==> config.mk <==
export PLATFORM = sky130hd
export DESIGN_NAME = rc4_ram
export DESIGN_NICKNAME = d
export VERILOG_FILES = /design/src/hw/rtl/rc4_ram.sv
export SDC_FILE = /design/constraint.sdc
export NUM_CORES = 2
export LEC_CHECK = 0
export BUFFER_PORTS_ARGS = -buffer_cell sky130_fd_sc_hd__buf_2
export CAP_MARGIN = 20
export CORE_MARGIN = 2
export CORE_UTILIZATION = 50
export DETAILED_ROUTE_END_ITERATION = 10
export PLACE_DENSITY = 0.71
export SLEW_MARGIN = 20
export SYNTH_ARGS = -nofsm -noshare
export SYNTH_HDL_FRONTEND = slang
export SYNTH_SLANG_ARGS = --single-unit
==> constraint.sdc <==
create_clock -name clock -period 3.5 [get_ports clock]
set_clock_uncertainty 0.05 [all_clocks]
set_input_delay 0.7 -clock clock [delete_from_list [all_inputs] [get_ports clock]]
set_output_delay 0.7 -clock clock [all_outputs]
set_load 0.02 [all_outputs]
==> src/hw/rtl/rc4_ram.sv <==
module rc4_ram #(
   parameter int  WIDTH  = 8,
   parameter int  DEPTH  = 256,
   localparam int ADDR_W = $clog2(DEPTH)
) (
   input  logic              clock,
   input  logic              wr_en,
   input  logic [ADDR_W-1:0] wr_addr,
   input  logic [WIDTH-1:0]  wr_data,
   input  logic              rd_en,
   input  logic [ADDR_W-1:0] rd_addr,
   output logic [WIDTH-1:0]  rd_data
);

   logic [WIDTH-1:0] mem_ff [DEPTH];
   logic [WIDTH-1:0] rd_data_ff;

   always_ff @(posedge clock) begin
      if (wr_en) begin
         mem_ff[wr_addr] <= wr_data;
      end
      if (rd_en) begin
         rd_data_ff <= mem_ff[rd_addr];
      end
   end

   assign rd_data = rd_data_ff;

endmodule

# After elaboration in Yosys (flattened, before gate mapping)
# Memory sizes are Yosys's and may differ from the RTL's. A register that Yosys moved wholly into a read port is not among the register bits.
# Index checks and enable logic that the tools add are counted.
[totals]
memories = 1
wordCells = 3
reg_bits = 0
inputBits = 27
ram_bits = 2048
[op_classes]
mux = 2
[mem_list]
columns = ["name", "words", "width", "read_ports", "rd_ports_with_merged_regs", "write_ports", "line_no", "rtl"]
rows = [
  ["mem_ff", 256, 8, 1, 1, 1, "15", "logic [WIDTH-1:0] mem_ff [DEPTH];"],
]
[ops]
columns = ["cell", "count"]
rows = [
  ["$mux 1", 2],
]

# Longest topological paths before layout
[logic_depth]
word_depth = 2
depth_mapped = 11
ltp_nobuf = 6

# Worst setup path before layout
# Ideal clock, no wire load.
[synth_timing]
path_type = "input -> register"
start = "in rd_addr[0]"
end = "reg rd_data_ff[2], in the netlist rd_data[2], read port of mem_ff (data pin)"
arrival_ns = 2.507
slack_ns = 0.674
stages = 9
setup_time_ns = 0.269
required_time_ns = 3.181
cell_sequence = "buf_6 buf_12 buf_8 buf_2 mux4_2 a22oi_1 a21oi_1 nor4_1 nor4_2"
[synth_rtl]
columns = ["element", "line_no", "rtl"]
rows = [
  ["from (decl)", "11", "input logic [ADDR_W-1:0] rd_addr,"],
  ["to (decl)", "16", "logic [WIDTH-1:0] rd_data_ff;"],
]

==> impl_metrics.tcl <==
set metrics [dict create \
    drt_pass1_iterations 5 \
    ir_drop_v 0.000545 \
    wirelength_um 193000 \
    num-nets-final 4290 \
    rsz0062_at_grt "no" \
    vias 40500 \
    timing_worst_setup_path_type "in -> reg" \
    clk_pin_slew_worst_paths_ns 0.06 \
    final_hold_viol_count 0 \
    drv_cap 0 \
    port_buffers 34 \
    start_kind "input port" \
    power_uw 49100 \
    met2_usage_pct 37.5 \
    cts_tree "yes" \
    yosysWarnings 0 \
    drt_iter0_drc 5598 \
    synth_edf_count 2056 \
    dpl.hpwl_um 123000 \
    multi_input_area_mm2 0.0165 \
    cts.sinks 2056 \
    fill_cells 11300 \
    syn_inst 3733 \
    rows 146 \
    dp_cells 6140 \
    setup_viol 0 \
    antenna_left 0 \
    synth_area_mm2 0.0796 \
    fin_crit_ns 3.41 \
    root_buffer "clkbuf_16" \
    initial_utilization_pct 50.3 \
    gr-max-usage-layer "met2" \
    fmax_mhz 294 \
    ios 35 \
    seq_area_mm2 0.0617 \
    place.gp.congestion 0.871 \
    arrival_ns 3.90 \
    worstPathRequired_ns 3.99 \
    hold_path_class "in -> reg" \
    grt_usage_pct 23.9 \
    yosysSeqAreaShare_pct 77.5 \
    p_leak_uw 0.0292 \
    drive_above_1_share_pct 29.4 \
    via_per_inst 6.24 \
    syn_nets 3760 \
    antenna_found_initial 13 \
    fin_cells 6485 \
    worst_setup_path_end_kind "register" \
    clock_latency_ns 0.83 \
    yosysUniqueCellTypes 54 \
    grt_util_met1_pct 33.5 \
    final_max_slew_viol_count 0 \
    holdBufCountCts 0 \
    die_area_mm2 0.162 \
    power.density_mw_per_mm2 536 \
    slew_headroom_pct 34.4 \
    met3_usage_pct 5.28 \
    syn_avg_cell_area_um2 21.3 \
    async_flop_share_pct 0 \
    grt_pass1_wl_um 281000 \
    die_h_um 403 \
    post_drt_wl_per_cell_um 29.8 \
    grt_pass1_vias 40800 \
    die-width_um 403 \
    fp.coreArea_mm2 0.158 \
    drc_errors 0 \
    crit_path_max_fanout 19 \
    grt_overflow 0 \
    syn_to_final_growth_pct 14.9 \
    synth_ff_type "edfxtp_1" \
    cts_setup_buffers 0 \
    htreeDepth 4 \
    status "finished clean" \
    cts_buffers 193 \
    grt_max_degree 121 \
    tightestPinTransition_ns 0.975 \
    cts_buffer_depth 3 \
    fin_crit_sh_pct 97.3 \
    ys_ff_latch 2056 \
    cts_resized 0 \
]
==> sequential cells by signal (all words and copies together) (netlist names) <==
register and flops:
mem_ff 2048, rd_data 8
==> power by group <==
group | switching [µW] | leakage [µW] | internal [µW] | total, µW
Sequential | 38.4 | 0.0185 | 27200 | 27200
Combinational | 1640 | 0.00794 | 1010 | 2650
Clock | 8740 | 0.00281 | 10500 | 19200
==> worst paths after layout <==
| check | from | endpoint | slack [ns] | depth (start not counted) |
|---|---|---|---|---|
| setup / recovery | rd_addr[0] | rd_data[5] | 0.09 | 9 |
| hold / removal | rd_en | rd_data[2] | 0.32 | 1 |
| setup reg to reg | mem_ff[82][5] | rd_data[5] | 0.38 | 6 |
| hold reg to reg | mem_ff[32][5] | rd_data[5] | 1.12 | 7 |
==> stage by stage <==
| stage | util [%] | setup slack (ns) | hold slack (ns) | cell area [µm²] | TNS, ns |
|---|---|---|---|---|---|
| floorplan | - | 0.674 | 0.749 | 79600 | 0 |
| global placement | 54.2 | -0.779 | 1.10 | 85800 | -3.24 |
| detailed placement | 54.2 | -0.723 | 1.09 | 85800 | -3.63 |
| CTS | 57.8 | 0.152 | 0.247 | 91500 | 0 |
| global route | 57.8 | 0.0606 | 0.273 | 91500 | 0 |
| finish | 57.9 | 0.0947 | 0.321 | 91500 | 0 |
==> synthesized netlist by cell type, types with 16 or more instances <==
cell type | n | area share, %
buf_2 | 31 | 0.19
nor4_1 | 24 | 0.19
nor3_1 | 22 | 0.14
clkbuf_1 | 111 | 0.52
a22oi_1 | 133 | 1.3
nand2_1 | 33 | 0.16
nor2_1 | 282 | 1.3
buf_6 | 21 | 0.30
edfxtp_1 | 2056 | 78
nor2b_1 | 31 | 0.24
o22ai_1 | 28 | 0.22
buf_4 | 27 | 0.25
buf_1 | 22 | 0.10
mux2i_1 | 134 | 1.7
a211oi_1 | 16 | 0.15
mux4_2 | 454 | 13
o221ai_1 | 46 | 0.51
nand3_1 | 34 | 0.21
a21oi_1 | 96 | 0.60
==> layout make-up <==
cell class	instances	area share, %
sequential	2056	67.5
multi-input combinational	1442	18.0
clock buffer	235	5.52
timing repair buffer	568	5.41
tap	2072	2.83
clock inverter	105	0.734
antenna	5	0.0137
inverter	2	0.00820
==> routing by layer <==
layer	vias to the layer above	share of wire (%)
li1	16700	-
met1	21200	38
met2	2177	48
met3	366	10
met4	4	3.7
met5	-	0.011
==> cells by family (layout without fill, tap and decap cells) <==
kind of cell / Yosys count / in the layout / synth area share [%]
DFF: 2056 / 2056 / 77.5
muxes: 591 / 591 / 14.6
and+or+nand+nor: 466 / 466 / 2.63
AOI/OAI and AO/OA: 385 / 385 / 3.42
buffers and inverters: 235 / 910 / 1.83
other: 0 / 5 / 0
==> worst max-delay path, cell delays in order <==
cell	delay, ns
buf_8	0.26
buf_12	0.22
buf_4	0.21
mux4_2	0.50
a22o_1	0.29
a221oi_1	0.64
o32ai_1	0.33
nor3_1	0.56
nor4_1	0.13
==> layout by cell type, fill, tap and decap left out, types with 39 or more instances in the layout <==
master and instances:
o221ai_1 46, clkbuf_16 196, clkinv_1 46, a21oi_1 96, edfxtp_1 2056, buf_12 54, buf_4 481, nor2_1 279
clkbuf_1 39, a22oi_1 133, mux2i_1 134, mux4_2 454, clkinv_2 40
Note: power is estimated with default switching activity, not from simulation.
